--- src/hw/rtl/rcc_pkg.sv ---
`timescale 1ns / 1ps
// ----------------------------------------------------------------------------
// rcc_pkg
// shared types and constants of the reference counted object cache
// ----------------------------------------------------------------------------
package rcc_pkg;

    localparam int CAPACITY   = 16;
    localparam int IDX_W      = $clog2(CAPACITY);
    localparam int CNT_W      = 5;
    localparam int KEY_W      = 32;
    localparam int HND_W      = 32;
    localparam int REF_W      = 16;
    localparam int FUNC_W     = 3;
    localparam int STATUS_W   = 2;
    localparam int CFG_IDX_W  = 1;
    localparam int CFG_DATA_W = 5;

    localparam logic [CFG_IDX_W-1:0] CFG_LIMIT   = 1'b0;
    localparam logic [CFG_IDX_W-1:0] CFG_RELEASE = 1'b1;

    typedef enum logic [FUNC_W-1:0] {
        FN_ADD    = 3'd0,
        FN_GET    = 3'd1,
        FN_LOOKUP = 3'd2,
        FN_FORGET = 3'd3,
        FN_HAVE   = 3'd4,
        FN_SHRINK = 3'd5,
        FN_CLEAR  = 3'd6
    } t_func;

    typedef enum logic [STATUS_W-1:0] {
        ST_OK   = 2'd0,
        ST_MISS = 2'd1,
        ST_FULL = 2'd2
    } t_status;

    typedef enum logic [2:0] {
        S_IDLE,
        S_MATCH,
        S_RESOLVE,
        S_EXEC,
        S_EVICT,
        S_CLEAR,
        S_FINAL
    } t_state;

    typedef struct packed {
        logic capture;
        logic match;
        logic resolve;
        logic exec;
        logic evict;
        logic clear_step;
        logic clear_fin;
        logic final_out;
    } t_cmd;

    typedef struct packed {
        logic [FUNC_W-1:0] func;
        logic              evict_more;
        logic              clear_more;
    } t_sts;

endpackage

--- src/hw/rtl/rcc_ctrl.sv ---
`timescale 1ns / 1ps
// ----------------------------------------------------------------------------
// rcc_ctrl
// sequencer: match, resolve, execute, release walk, final word
// ----------------------------------------------------------------------------
module rcc_ctrl (
    input  logic          i_clk,
    input  logic          i_rst_n,
    input  logic          i_start,
    input  rcc_pkg::t_sts i_sts,
    output rcc_pkg::t_cmd o_cmd,
    output logic          o_busy
);

    rcc_pkg::t_state r_state;
    rcc_pkg::t_state n_state;

    always_ff @(posedge i_clk) begin
        if (!i_rst_n) begin
            r_state <= rcc_pkg::S_IDLE;
        end else begin
            r_state <= n_state;
        end
    end

    always_comb begin
        n_state = r_state;
        case (r_state)
            rcc_pkg::S_IDLE: begin
                if (i_start) n_state = rcc_pkg::S_MATCH;
            end
            rcc_pkg::S_MATCH:   n_state = rcc_pkg::S_RESOLVE;
            rcc_pkg::S_RESOLVE: n_state = rcc_pkg::S_EXEC;
            rcc_pkg::S_EXEC: begin
                if (i_sts.func == rcc_pkg::FN_SHRINK) n_state = rcc_pkg::S_EVICT;
                else if (i_sts.func == rcc_pkg::FN_CLEAR) n_state = rcc_pkg::S_CLEAR;
                else n_state = rcc_pkg::S_FINAL;
            end
            rcc_pkg::S_EVICT: begin
                if (!i_sts.evict_more) n_state = rcc_pkg::S_FINAL;
            end
            rcc_pkg::S_CLEAR: begin
                if (!i_sts.clear_more) n_state = rcc_pkg::S_FINAL;
            end
            rcc_pkg::S_FINAL: n_state = rcc_pkg::S_IDLE;
            default:          n_state = rcc_pkg::S_IDLE;
        endcase
    end

    always_comb begin
        o_cmd  = '0;
        o_busy = 1'b1;
        case (r_state)
            rcc_pkg::S_IDLE: begin
                o_busy         = 1'b0;
                o_cmd.capture  = i_start;
            end
            rcc_pkg::S_MATCH:   o_cmd.match   = 1'b1;
            rcc_pkg::S_RESOLVE: o_cmd.resolve = 1'b1;
            rcc_pkg::S_EXEC:    o_cmd.exec    = 1'b1;
            rcc_pkg::S_EVICT:   o_cmd.evict   = i_sts.evict_more;
            rcc_pkg::S_CLEAR: begin
                o_cmd.clear_step = i_sts.clear_more;
                o_cmd.clear_fin  = !i_sts.clear_more;
            end
            rcc_pkg::S_FINAL:   o_cmd.final_out = 1'b1;
            default:            o_busy = 1'b1;
        endcase
    end

endmodule

--- src/hw/rtl/rcc_dp.sv ---
`timescale 1ns / 1ps
// ----------------------------------------------------------------------------
// rcc_dp
// entry table, unused queue, counters and result word register
// ----------------------------------------------------------------------------
module rcc_dp (
    input  logic                               i_clk,
    input  logic                               i_rst_n,
    input  rcc_pkg::t_cmd                      i_cmd,
    output rcc_pkg::t_sts                      o_sts,
    input  logic [rcc_pkg::FUNC_W-1:0]         i_func,
    input  logic [rcc_pkg::KEY_W-1:0]          i_key,
    input  logic [rcc_pkg::HND_W-1:0]          i_handle,
    input  logic                               i_cfg_we,
    input  logic [rcc_pkg::CFG_IDX_W-1:0]      i_cfg_idx,
    input  logic [rcc_pkg::CFG_DATA_W-1:0]     i_cfg_data,
    output logic                               o_strobe,
    output logic [rcc_pkg::STATUS_W-1:0]       o_status,
    output logic [rcc_pkg::HND_W-1:0]          o_value,
    output logic                               o_is_release,
    output logic                               o_last,
    output logic [rcc_pkg::CNT_W-1:0]          o_entry_total,
    output logic [rcc_pkg::CNT_W-1:0]          o_active_total,
    output logic [rcc_pkg::CNT_W-1:0]          o_limit_now
);

    localparam int CAP = rcc_pkg::CAPACITY;
    localparam int IW  = rcc_pkg::IDX_W;
    localparam int CW  = rcc_pkg::CNT_W;

    // table
    logic [CAP-1:0]              r_valid;
    logic [rcc_pkg::KEY_W-1:0]   r_key   [CAP];
    logic [rcc_pkg::HND_W-1:0]   r_hnd   [CAP];
    logic [rcc_pkg::REF_W-1:0]   r_refs  [CAP];
    logic [IW-1:0]               r_age   [CAP];
    logic [IW-1:0]               r_q     [CAP];
    logic [CW-1:0]               r_unused;
    logic [CW-1:0]               r_entry;
    logic [CW-1:0]               r_active;
    logic [CW-1:0]               r_limit;
    logic [CW-1:0]               r_lim_set;
    logic                        r_rel_en;

    // operation
    rcc_pkg::t_func              r_func;
    logic [rcc_pkg::KEY_W-1:0]   r_in_key;
    logic [rcc_pkg::HND_W-1:0]   r_in_hnd;
    logic [CAP-1:0]              r_kmatch;
    logic [CAP-1:0]              r_hmatch;
    logic                        r_khit;
    logic [IW-1:0]               r_kidx;
    logic                        r_hhit;
    logic [IW-1:0]               r_hidx;
    logic                        r_free_ok;
    logic [IW-1:0]               r_free_idx;
    logic [CW-1:0]               r_evict_left;
    logic [rcc_pkg::STATUS_W-1:0] r_status;
    logic [rcc_pkg::HND_W-1:0]   r_value;
    logic [CW-1:0]               r_tot_entry;
    logic [CW-1:0]               r_tot_active;
    logic [CW-1:0]               r_tot_limit;

    // result word
    logic                        r_o_strobe;
    logic [rcc_pkg::STATUS_W-1:0] r_o_status;
    logic [rcc_pkg::HND_W-1:0]   r_o_value;
    logic                        r_o_rel;
    logic                        r_o_last;

    // resolve logic
    logic                        n_khit;
    logic [IW-1:0]               n_kidx;
    logic                        n_hhit;
    logic [IW-1:0]               n_hidx;
    logic                        n_free_ok;
    logic [IW-1:0]               n_free_idx;
    logic                        newest;

    always_comb begin
        n_khit     = 1'b0;
        n_kidx     = '0;
        n_hhit     = 1'b0;
        n_hidx     = '0;
        n_free_ok  = 1'b0;
        n_free_idx = '0;
        newest     = 1'b0;
        for (int i = CAP - 1; i >= 0; i--) begin
            if (r_kmatch[i]) begin
                n_khit = 1'b1;
                n_kidx = IW'(i);
            end
            if (!r_valid[i]) begin
                n_free_ok  = 1'b1;
                n_free_idx = IW'(i);
            end
        end
        // newest match: every other match is older
        for (int i = 0; i < CAP; i++) begin
            newest = r_hmatch[i];
            for (int j = 0; j < CAP; j++) begin
                if (j != i && r_hmatch[j] && !(r_age[j] > r_age[i])) newest = 1'b0;
            end
            if (newest) begin
                n_hhit = 1'b1;
                n_hidx = IW'(i);
            end
        end
    end

    // shrink arithmetic and queue position for get
    logic                        autogrow;
    logic [CW-1:0]               shr_lim;
    logic [CW-1:0]               shr_diff;
    logic [CW-1:0]               shr_cnt;
    logic                        q_found;
    logic [IW-1:0]               q_pos;
    logic [CW-1:0]               add_act;

    always_comb begin
        autogrow = (r_lim_set == '0);
        if (autogrow && ({1'b0, r_limit} > {r_active, 1'b0})) begin
            shr_lim = r_active + (r_active >> 1);
        end else begin
            shr_lim = r_limit;
        end
        shr_diff = r_entry - shr_lim;
        if (r_entry > shr_lim) begin
            shr_cnt = (shr_diff < r_unused) ? shr_diff : r_unused;
        end else begin
            shr_cnt = '0;
        end
        q_found = 1'b0;
        q_pos   = '0;
        for (int j = CAP - 1; j >= 0; j--) begin
            if (CW'(j) < r_unused && r_q[j] == r_kidx) begin
                q_found = 1'b1;
                q_pos   = IW'(j);
            end
        end
        add_act = r_active + CW'(1);
    end

    logic [IW-1:0] head;
    assign head = r_q[0];

    assign o_sts.func       = r_func;
    assign o_sts.evict_more = (r_evict_left != '0);
    assign o_sts.clear_more = (r_unused != '0);

    // control state
    always_ff @(posedge i_clk) begin
        if (!i_rst_n) begin
            r_valid    <= '0;
            r_unused   <= '0;
            r_entry    <= '0;
            r_active   <= '0;
            r_limit    <= '0;
            r_lim_set  <= '0;
            r_rel_en   <= 1'b1;
            r_o_strobe <= 1'b0;
        end else begin
            r_o_strobe <= 1'b0;
            if (i_cfg_we) begin
                case (i_cfg_idx)
                    rcc_pkg::CFG_LIMIT: begin
                        r_lim_set <= i_cfg_data;
                        r_limit   <= i_cfg_data;
                    end
                    rcc_pkg::CFG_RELEASE: r_rel_en <= i_cfg_data[0];
                    default: ;
                endcase
            end
            if (i_cmd.exec) begin
                case (r_func)
                    rcc_pkg::FN_ADD: begin
                        if (!r_khit && r_free_ok) begin
                            r_valid[r_free_idx] <= 1'b1;
                            r_entry  <= r_entry + CW'(1);
                            r_active <= add_act;
                            if (autogrow && add_act > r_limit) r_limit <= add_act;
                        end
                    end
                    rcc_pkg::FN_GET: begin
                        if (r_khit && r_refs[r_kidx] == '0) begin
                            r_active <= add_act;
                            if (q_found) r_unused <= r_unused - CW'(1);
                        end
                    end
                    rcc_pkg::FN_FORGET: begin
                        if (r_hhit && r_refs[r_hidx] == rcc_pkg::REF_W'(1)) begin
                            if (r_active != '0) r_active <= r_active - CW'(1);
                            if (r_unused < CW'(CAP)) r_unused <= r_unused + CW'(1);
                        end
                    end
                    rcc_pkg::FN_SHRINK: r_limit <= shr_lim;
                    default: ;
                endcase
            end
            if (i_cmd.evict) begin
                r_valid[head] <= 1'b0;
                r_entry       <= r_entry - CW'(1);
                r_unused      <= r_unused - CW'(1);
                r_o_strobe    <= r_rel_en;
            end
            if (i_cmd.clear_step) begin
                r_unused   <= r_unused - CW'(1);
                r_o_strobe <= r_rel_en && r_valid[head];
            end
            if (i_cmd.clear_fin) begin
                r_valid  <= '0;
                r_entry  <= '0;
                r_active <= '0;
            end
            if (i_cmd.final_out) r_o_strobe <= 1'b1;
        end
    end

    // payload state
    always_ff @(posedge i_clk) begin
        if (i_cmd.capture) begin
            r_func   <= rcc_pkg::t_func'(i_func);
            r_in_key <= i_key;
            r_in_hnd <= i_handle;
        end
        if (i_cmd.match) begin
            for (int i = 0; i < CAP; i++) begin
                r_kmatch[i] <= r_valid[i] && (r_key[i] == r_in_key);
                r_hmatch[i] <= r_valid[i] && (r_hnd[i] == r_in_hnd) && (r_in_hnd != '0);
            end
        end
        if (i_cmd.resolve) begin
            r_khit     <= n_khit;
            r_kidx     <= n_kidx;
            r_hhit     <= n_hhit;
            r_hidx     <= n_hidx;
            r_free_ok  <= n_free_ok;
            r_free_idx <= n_free_idx;
        end
        if (i_cmd.exec) begin
            r_status     <= rcc_pkg::ST_OK;
            r_value      <= '0;
            r_evict_left <= '0;
            case (r_func)
                rcc_pkg::FN_ADD: begin
                    if (!r_khit) begin
                        if (!r_free_ok) begin
                            r_status <= rcc_pkg::ST_FULL;
                        end else begin
                            for (int i = 0; i < CAP; i++) begin
                                if (r_valid[i]) r_age[i] <= r_age[i] + IW'(1);
                            end
                            r_key[r_free_idx]  <= r_in_key;
                            r_hnd[r_free_idx]  <= r_in_hnd;
                            r_refs[r_free_idx] <= rcc_pkg::REF_W'(1);
                            r_age[r_free_idx]  <= '0;
                        end
                    end
                end
                rcc_pkg::FN_GET: begin
                    if (!r_khit) begin
                        r_status <= rcc_pkg::ST_MISS;
                    end else begin
                        r_value <= r_hnd[r_kidx];
                        if (r_refs[r_kidx] == '0) begin
                            r_refs[r_kidx] <= rcc_pkg::REF_W'(1);
                            // close the gap left in the unused queue
                            if (q_found) begin
                                for (int j = 0; j < CAP - 1; j++) begin
                                    if (IW'(j) >= q_pos) r_q[j] <= r_q[j+1];
                                end
                            end
                        end else if (r_refs[r_kidx] != '1) begin
                            r_refs[r_kidx] <= r_refs[r_kidx] + rcc_pkg::REF_W'(1);
                        end
                    end
                end
                rcc_pkg::FN_LOOKUP: begin
                    if (!r_khit) r_status <= rcc_pkg::ST_MISS;
                    else r_value <= r_hnd[r_kidx];
                end
                rcc_pkg::FN_FORGET: begin
                    if (!r_hhit || r_refs[r_hidx] == '0) begin
                        r_status <= rcc_pkg::ST_MISS;
                    end else begin
                        r_refs[r_hidx] <= r_refs[r_hidx] - rcc_pkg::REF_W'(1);
                        if (r_refs[r_hidx] == rcc_pkg::REF_W'(1) && r_unused < CW'(CAP)) begin
                            r_q[r_unused[IW-1:0]] <= r_hidx;
                        end
                    end
                end
                rcc_pkg::FN_HAVE: begin
                    if (!r_hhit) r_status <= rcc_pkg::ST_MISS;
                end
                rcc_pkg::FN_SHRINK: r_evict_left <= shr_cnt;
                rcc_pkg::FN_CLEAR: ;
                default: r_status <= rcc_pkg::ST_MISS;
            endcase
        end
        // totals after the whole operation, shared by all its words
        if (i_cmd.exec) begin
            case (r_func)
                rcc_pkg::FN_ADD: begin
                    if (!r_khit && r_free_ok) begin
                        r_tot_entry  <= r_entry + CW'(1);
                        r_tot_active <= add_act;
                        r_tot_limit  <= (autogrow && add_act > r_limit) ? add_act : r_limit;
                    end else begin
                        r_tot_entry  <= r_entry;
                        r_tot_active <= r_active;
                        r_tot_limit  <= r_limit;
                    end
                end
                rcc_pkg::FN_GET: begin
                    r_tot_entry  <= r_entry;
                    r_tot_active <= (r_khit && r_refs[r_kidx] == '0) ? add_act : r_active;
                    r_tot_limit  <= r_limit;
                end
                rcc_pkg::FN_FORGET: begin
                    r_tot_entry  <= r_entry;
                    r_tot_active <= (r_hhit && r_refs[r_hidx] == rcc_pkg::REF_W'(1) &&
                                     r_active != '0) ? r_active - CW'(1) : r_active;
                    r_tot_limit  <= r_limit;
                end
                rcc_pkg::FN_SHRINK: begin
                    r_tot_entry  <= r_entry - shr_cnt;
                    r_tot_active <= r_active;
                    r_tot_limit  <= shr_lim;
                end
                rcc_pkg::FN_CLEAR: begin
                    r_tot_entry  <= '0;
                    r_tot_active <= '0;
                    r_tot_limit  <= r_limit;
                end
                default: begin
                    r_tot_entry  <= r_entry;
                    r_tot_active <= r_active;
                    r_tot_limit  <= r_limit;
                end
            endcase
        end
        if (i_cmd.evict) begin
            for (int i = 0; i < CAP; i++) begin
                if (r_valid[i] && r_age[i] > r_age[head]) r_age[i] <= r_age[i] - IW'(1);
            end
            r_evict_left <= r_evict_left - CW'(1);
        end
        if (i_cmd.evict || i_cmd.clear_step) begin
            for (int j = 0; j < CAP - 1; j++) r_q[j] <= r_q[j+1];
            r_o_status <= rcc_pkg::ST_OK;
            r_o_value  <= r_hnd[head];
            r_o_rel    <= 1'b1;
            r_o_last   <= 1'b0;
        end
        if (i_cmd.final_out) begin
            r_o_status <= r_status;
            r_o_value  <= r_value;
            r_o_rel    <= 1'b0;
            r_o_last   <= 1'b1;
        end
    end

    assign o_strobe       = r_o_strobe;
    assign o_status       = r_o_status;
    assign o_value        = r_o_value;
    assign o_is_release   = r_o_rel;
    assign o_last         = r_o_last;
    assign o_entry_total  = r_tot_entry;
    assign o_active_total = r_tot_active;
    assign o_limit_now    = r_tot_limit;

endmodule

--- src/hw/rtl/refcounted_object_cache.sv ---
`timescale 1ns / 1ps
// ----------------------------------------------------------------------------
// refcounted_object_cache
// reference counted key/handle table with oldest-first eviction of unused entries
// ----------------------------------------------------------------------------
// sequence: after start, the match, resolve and execute states, then the final
// state; shrink and clear walk the unused queue between execute and final, one
// entry per step (up to 16), clear with a closing step that empties the table
// operations: one at a time, next start taken in the cycle the final word is shown
// reset: synchronous active low, empties the table, limit 0, release on
// results are shown one cycle each by o_strobe; the receiver cannot stall
module refcounted_object_cache (
    input  logic                               i_clk,
    input  logic                               i_rst_n,
    input  logic                               start,
    output logic                               busy,
    input  logic [rcc_pkg::FUNC_W-1:0]         i_func,
    input  logic [rcc_pkg::KEY_W-1:0]          i_key,
    input  logic [rcc_pkg::HND_W-1:0]          i_handle,
    input  logic                               i_cfg_we,
    input  logic [rcc_pkg::CFG_IDX_W-1:0]      i_cfg_idx,
    input  logic [rcc_pkg::CFG_DATA_W-1:0]     i_cfg_data,
    output logic                               o_strobe,
    output logic [rcc_pkg::STATUS_W-1:0]       o_status,
    output logic [rcc_pkg::HND_W-1:0]          o_value,
    output logic                               o_is_release,
    output logic                               o_last,
    output logic [rcc_pkg::CNT_W-1:0]          o_entry_total,
    output logic [rcc_pkg::CNT_W-1:0]          o_active_total,
    output logic [rcc_pkg::CNT_W-1:0]          o_limit_now
);

    // command and status between sequencer and datapath
    rcc_pkg::t_cmd cmd;
    rcc_pkg::t_sts sts;

    // sequencer: steps each operation, walks the unused queue for shrink/clear
    rcc_ctrl u_ctrl (
        .i_clk   (i_clk),
        .i_rst_n (i_rst_n),
        .i_start (start),
        .i_sts   (sts),
        .o_cmd   (cmd),
        .o_busy  (busy)
    );

    // datapath: parallel key and handle match over the table, counters,
    // unused queue as a shift line, result word register
    rcc_dp u_dp (
        .i_clk          (i_clk),
        .i_rst_n        (i_rst_n),
        .i_cmd          (cmd),
        .o_sts          (sts),
        .i_func         (i_func),
        .i_key          (i_key),
        .i_handle       (i_handle),
        .i_cfg_we       (i_cfg_we),
        .i_cfg_idx      (i_cfg_idx),
        .i_cfg_data     (i_cfg_data),
        .o_strobe       (o_strobe),
        .o_status       (o_status),
        .o_value        (o_value),
        .o_is_release   (o_is_release),
        .o_last         (o_last),
        .o_entry_total  (o_entry_total),
        .o_active_total (o_active_total),
        .o_limit_now    (o_limit_now)
    );

endmodule
--- config.mk ---
export PLATFORM = sky130hd
export DESIGN_NAME = refcounted_object_cache
export DESIGN_NICKNAME = d
export VERILOG_FILES = /design/src/hw/rtl/rcc_pkg.sv /design/src/hw/rtl/rcc_ctrl.sv /design/src/hw/rtl/rcc_dp.sv /design/src/hw/rtl/refcounted_object_cache.sv
export SDC_FILE = /design/constraint.sdc
export NUM_CORES = 2
export LEC_CHECK = 0
export BUFFER_PORTS_ARGS = -buffer_cell sky130_fd_sc_hd__buf_2
export CORE_MARGIN = 5
export CORE_UTILIZATION = 50
export CTS_BUF_LIST = sky130_fd_sc_hd__clkbuf_4 sky130_fd_sc_hd__clkbuf_8
export DETAILED_ROUTE_END_ITERATION = 8
export HOLD_SLACK_MARGIN = 0.12
export PLACE_DENSITY = 0.66
export SYNTH_ARGS = -nofsm -noshare
export SYNTH_HDL_FRONTEND = slang
export SYNTH_HIERARCHICAL = 1
export SYNTH_SLANG_ARGS = --single-unit
--- constraint.sdc ---
create_clock -name i_clk -period 21.8 [get_ports i_clk]
set_clock_uncertainty 0.05 [all_clocks]
set_input_delay 2.18 -clock i_clk [delete_from_list [all_inputs] [get_ports i_clk]]
set_output_delay 2.18 -clock i_clk [all_outputs]
set_load 0.02 [all_outputs]
# --- Word-level counts from Yosys, hierarchy flattened ---
# Memories as Yosys holds them, arrays and structs flattened. A register that Yosys moved wholly into a read port is not among the register bits.
# Index checks and enable logic that the tools add are counted.
# Widths: inputs -> output; s select.
op_classes:
  mux: 709
  n_bitwise: 37
  n_reduce_logical: 616
  add_sub_neg: 44
  magnitude_cmp: 296
  n_eq_ne: 71
ops:
  columns: ["operator", "count"]
  rows:
  - ["$eq 32x32->1", 32]
  - ["$gt 4x4->1", 256]
  - ["$mux 1", 558]
  - ["$logic_and 1x1->1", 330]
  - ["$mux 4", 73]
  - ["$logic_not 1->1", 244]
  - ["$mux 5", 29]
  - ["$mux 16", 8]
  - ["$add 4x1->4 const B", 16]
  - ["$eq 4x4->1", 16]
  - ["$mux 32", 2]
  - ["$sub 4x1->4 const B", 16]
  - ["$mux 3", 16]
  - ["$lt 4x5->1 const A", 8]
  - ["$logic_not 16->1", 2]
  - ["$or 1x1->1", 32]
  - ["$reduce_bool 32->1", 1]
  - ["$reduce_or 16->1", 2]
  - ["$pmux 5 s2", 3]
  - ["$pmux 5 s3", 2]
  - ["$reduce_or 15->1", 2]
  - ["$ge 4x4->1 const A", 7]
  - ["$mux 2", 12]
  - ["$lt 3x5->1 const A", 4]
  - ["other kinds (50)", 102]
totals:
  out_inout_bits: 53
  ram_bits: 1408
  word_cells: 1816
  reg_bits: 218
  input_bits: 77
  memories: 5
mem_list:
  columns: ["name", "depth", "word_bits", "rd", "rd_clocked_by_memory_dff", "wr", "line", "rtl"]
  rows:
  - ["u_dp.r_hnd", 16, 32, 18, 1, 1, "rcc_dp.sv:34", "logic [rcc_pkg::HND_W-1:0] r_hnd [CAP];"]
  - ["u_dp.r_key", 16, 32, 16, 0, 1, "rcc_dp.sv:33", "logic [rcc_pkg::KEY_W-1:0] r_key [CAP];"]
  - ["u_dp.r_refs", 16, 16, 2, 0, 1, "rcc_dp.sv:35", "logic [rcc_pkg::REF_W-1:0] r_refs [CAP];"]
  - ["u_dp.r_age", 16, 4, 17, 0, 17, "rcc_dp.sv:36", "logic [IW-1:0] r_age [CAP];"]
  - ["u_dp.r_q", 16, 4, 16, 0, 15, "rcc_dp.sv:37", "logic [IW-1:0] r_q [CAP];"]

# --- Longest topological paths before layout ---
# An unclocked memory read counts as a cell.
depth:
  word_depth: 33
  ltp_mapped: 30
  depth_no_buf: 29

# --- Modules after synthesis ---
# The synthesis kept the hierarchy.
by_module_without_submodules:
  columns: ["mod", "n_inst", "area_each_um2", "seq_area_each_um2", "cells_each"]
  rows:
  - ["rcc_dp", 1, 96048.4, 48606.6, 7027]
  - ["rcc_ctrl", 1, 280.3, 60.1, 33]

# --- Worst setup path after synthesis ---
# No wires, ideal clock.
synth_timing:
  path_type: "register to register"
  startpoint: "register u_ctrl.r_state[1]"
  endpoint: "register u_dp.r_valid[15]"
  path_stages_with_launch: 9
  slack_ps: 13101
  setup_time_ps: 78
  synth_period_minus_slack_ps: 8699
  t_required_ps: 21672
  t_arrival_ps: 8571
  path_buffers: 3
  cell_sequence: "dfxtp_1 buf_6 nand2_1 nor2_1 clkbuf_1 nand3_1 clkbuf_1 nor3_1 o221a_2"
synth_rtl:
  columns: ["item", "line", "rtl"]
  rows:
  - ["start, declared", "rcc_ctrl.sv:15", "rcc_pkg::t_state r_state;"]
  - ["start signal, assigned", "rcc_ctrl.sv:20", "r_state <= rcc_pkg::S_IDLE;"]
  - ["start signal, assigned", "rcc_ctrl.sv:22", "r_state <= n_state;"]
  - ["end signal, assigned", "rcc_dp.sv:154", "r_valid <= '0;"]
  - ["end signal, assigned by index", "rcc_dp.sv:178", "r_valid[r_free_idx] <= 1'b1;"]
  - ["end signal, assigned by index", "rcc_dp.sv:201", "r_valid[head] <= 1'b0;"]
  - ["end, declared", "rcc_dp.sv:32", "logic [CAP-1:0] r_valid;"]

# --- Worst setup path after layout ---
layout_timing:
  startpoint: "register u_dp.r_active[2]"
  endpoint: "register u_dp.r_tot_entry[4] (netlist: u_dp/o_entry_total[4]), data pin"
layout_between:
  elab_chain_len: 9
  elab_cells_between_ends: 11
  cone_classes: "add/sub: 3; order compare: 3; mux: 4; reduce/logical: 1"
layout_lines:
  columns: ["item", "line", "rtl"]
  rows:
  - ["start, declared", "rcc_dp.sv:40", "logic [CW-1:0] r_active;"]
  - ["start signal, assigned", "rcc_dp.sv:180", "r_active <= add_act;"]
  - ["start signal, assigned", "rcc_dp.sv:186", "r_active <= add_act;"]
  - ["start signal, assigned", "rcc_dp.sv:192", "if (r_active != '0) r_active <= r_active - CW'(1);"]
  - ["$gt 5x6->1", "rcc_dp.sv:122", "if (autogrow && ({1'b0, r_limit} > {r_active, 1'b0})) begin"]
  - ["$logic_and 1x1->1", "rcc_dp.sv:122", null]
  - ["$mux 5 *", "rcc_dp.sv:122", null]
  - ["$sub 5x5->5", "rcc_dp.sv:127", "shr_diff = r_entry - shr_lim;"]
  - ["$lt 5x5->1", "rcc_dp.sv:129", "shr_cnt = (shr_diff < r_unused) ? shr_diff : r_unused;"]
  - ["$mux 5", "rcc_dp.sv:129", null]
  - ["$mux 5 *", "rcc_dp.sv:128", "if (r_entry > shr_lim) begin"]
  - ["$sub 5x5->5 *", "rcc_dp.sv:326", "r_tot_entry <= r_entry - shr_cnt;"]
  - ["$pmux 5 s3 *", "rcc_dp.sv:302", "case (r_func)"]
  - ["end signal, assigned", "rcc_dp.sv:305", "r_tot_entry <= r_entry + CW'(1);"]
  - ["end signal, assigned", "rcc_dp.sv:309", "r_tot_entry <= r_entry;"]
  - ["end signal, assigned", "rcc_dp.sv:326", null]
  - ["end, declared", "rcc_dp.sv:60", "logic [CW-1:0] r_tot_entry;"]
# Every way passes the cells marked *; elsewhere a longest branch is shown, timed or not.
# A chain may end at the register's enable or synchronous reset.

==> metrics.txt <==
run status finished clean; endpoints failing setup 0; Num CTS Buffers 307; CP dominant cell by count ha_1; GRT Resource Usage Total 34.6%; global-route wire length before repair 500000 um; root buf cell clkbuf_8; synth unique cells 105; Buf/Inv on CP 3; WP data arrival 7.37 ns; Detailed Routing Iterations Pass 1 8; Mapped Area 0.0963 sq mm; CTS tree built; crit-path max cell delay 0.65 ns; final worst-path cycle share 30.2%; vias in the first global route 65800; FMAX 152 MHz; final hold violation count 0; nets 8071; GP Congestion 1.03; Hold Crit Class register to register; worst slew pin tran 1.40 ns; Post-DP HPWL 246000 um; Max Cap Viol 0; DRT iter0 DRCs 9005; leading area contributor after synthesis edfxtp_1; drc violations 0; port bufs 129; Setup TNS 0 ns; initial core utilization 50.1%; sequential share of the synthesized area 50.5%; Avg WL per Cell 35.5 um; initial antenna violation count 19; fraction of registers with async set/reset 0%; final non-filler cell total 10100; worst skew pair latency 1.06 ns; Yosys Warn Count 6; setup repair after global routing missed its margin no; vias per cell 6.81; Worst IR Drop VDD 0.0664 mV; clk slew on worst S/H paths 0.06 ns; CP Max Fanout 8; Post-Synthesis Cells 7060; max-slew violations 0; pwr dens 68.9 mW/mm^2; CTS sink cnt 1658; top cell type's share of synthesized area 48.2%; Post-CTS Setup Repair Bufs 0; cts repair resizes 0; Crit Path Class register to register; top cells by area, synth edfxtp_1 (48%), mux4_2 (11%), ha_1 (8.0%), xnor2_1 (5.8%), xor2_1 (4.9%); die span in x 449 um; Worst path slowest cell or4_1; die area 0.202 sq mm; area grow syn2layout 10.4%; Hold Buf Count CTS 0; Core Footprint 0.192 sq mm; Final ANT Viol Nets 0; share of layout cells above drive strength 1 19.6%; DR vias 68700; CP Launch Type register; Tmin final 6.57 ns; Seq cells post-synth 1658; Total Power 7330 uW; Mean Syn Cell Area 13.6 sq um; CP top delay family adder cells; largest net degree at the start of global routing 111; Post-Syn Nets 7774; H-tree depth 5; total wire length 358000 um; placed cell area 0.101 sq mm; number of synthesized flops with an enable pin 1546; global route overflow 0; Pleak 0.0361 uW; Req. time, crit path 22.60 ns; # IOs 130; largest buffer count on any clock path 4; Main synth FF type edfxtp_1; Inst Count DP 9574; CP endpoint kind register; die height 449 um; post-route cell area 0.106 sq mm; row cnt 161; relative slew slack 6.59%
[final cells by class]
| class | instances | area [sq um] |
|---|---|---|
| diodes | 14 | 35.0 |
| clock buffers | 402 | 5030 |
| inverters | 155 | 583 |
| multi-input cells | 4880 | 45800 |
| clock inverters | 107 | 709 |
| fillers | 15800 | 85800 |
| flip-flops and latches | 1658 | 48700 |
| well taps | 2526 | 3160 |
| repair buffers | 355 | 2380 |
[layer usage]
metal	track usage [%]	vias to the layer above	wire length, um
li1	-	28200	-
met1	48.1	35100	143000
met2	50.2	4551	154000
met3	11.0	821	44200
met4	15.0	14	17200
met5	0	-	98
[placed cells by master (no fill, tap or decap), types with 45 or more instances in the layout]
cell | synthesis | layout
nand2_1 | 206 | 206
inv_1 | 150 | 150
ha_1 | 618 | 618
buf_2 | 32 | 129
clkbuf_8 | 0 | 321
edfxtp_1 | 1546 | 1546
xnor2_1 | 641 | 641
clkinv_1 | 4 | 60
nor2b_1 | 159 | 157
mux2_2 | 107 | 107
dfxtp_1 | 112 | 112
nand4_1 | 279 | 279
mux2i_1 | 47 | 47
buf_4 | 10 | 223
nand3_1 | 110 | 109
nand2b_1 | 70 | 70
a22oi_1 | 45 | 45
nor2_1 | 200 | 166
o21ai_0 | 238 | 238
mux4_2 | 465 | 465
clkbuf_4 | 0 | 81
nor4_1 | 197 | 194
nor3_1 | 60 | 58
o21a_1 | 188 | 188
a21oi_1 | 197 | 196
xor2_1 | 537 | 537
[synth_stat cells, drive strengths merged, types with 70 or more instances]
| cell | number |
|---|---|
| o21a | 188 |
| nor4 | 198 |
| ha | 618 |
| buf | 98 |
| inv | 151 |
| a21oi | 197 |
| nand2 | 206 |
| nor2b | 159 |
| xor2 | 537 |
| mux4 | 476 |
| nand3 | 111 |
| nand2b | 70 |
| dfxtp | 112 |
| clkbuf | 269 |
| nand4 | 279 |
| xnor2 | 641 |
| o21ai | 240 |
| nor2 | 201 |
| edfxtp | 1546 |
| mux2 | 109 |
[kinds of logic (layout without fill, tap and decap cells)]
| kind of cell | Yosys count | after routing | share of synthesized area (%) |
|---|---|---|---|
| simple gates | 1405 | 1405 | 8.02 |
| buf+inv | 522 | 1019 | 2.17 |
| xor+xnor | 1178 | 1178 | 10.7 |
| flops | 1658 | 1658 | 50.5 |
| other cells | 0 | 14 | 0 |
| compound gates | 1026 | 1026 | 7.19 |
| mux | 634 | 634 | 13.0 |
| fa+ha+maj | 637 | 637 | 8.42 |
[power by group]
part / leakage [uW] / switching, uW / internal [uW]
Combinational: 0.0186 / 583 / 257
Sequential: 0.0145 / 33.2 / 3530
Clock: 0.00304 / 1330 / 1600
Total: 0.0361 / 1940 / 5390
[worst paths after layout]
path | to | startpoint | cells after the start | slack, ns
setup / recovery | u_dp/o_entry_total[4]$_DFFE_PP_ | u_dp/r_active[2]$_SDFFE_PP0P_ | 27 | 15.23
hold / removal | u_dp/o_last$_SDFFE_PP1N_ | u_dp/o_last$_SDFFE_PP1N_ | 1 | 0.40
setup reg to reg | u_dp/o_entry_total[4]$_DFFE_PP_ | u_dp/r_active[2]$_SDFFE_PP0P_ | 27 | 15.23
hold reg to reg | u_dp/o_last$_SDFFE_PP1N_ | u_dp/o_last$_SDFFE_PP1N_ | 1 | 0.40
[registers in the layout (all words and copies together) (netlist names), 5 cells and up]
name                 flops
u_dp/r_age              64
u_dp/r_hnd             512
u_dp/r_value            32
u_dp/r_key             512
u_dp/o_value            32
u_dp/r_evict_left        5
u_dp/r_q                64
u_dp/r_valid            16
u_dp/r_hmatch           16
u_dp/o_limit_now         5
u_dp/r_kmatch           16
u_dp/r_refs            256
u_dp/r_in_hnd           32
u_dp/r_unused            5
u_dp/r_entry             5
u_dp/r_limit             5
u_dp/o_active_total      5
u_dp/r_active            5
u_dp/r_in_key           32
u_dp/r_lim_set           5
u_dp/o_entry_total       5
[through the flow]
stage / setup WS (ns) / util (%) / hold WS (ns)
2_1_floorplan: 13.10 / - / 0.374
3_3_place_gp: 15.15 / 52.3 / 0.382
3_5_place_dp: 15.33 / 52.3 / 0.392
4_1_cts: 15.26 / 55.3 / 0.406
5_1_grt: 14.77 / 55.3 / 0.429
6_report: 15.23 / 55.3 / 0.404
(Power assumes the default switching activity.)
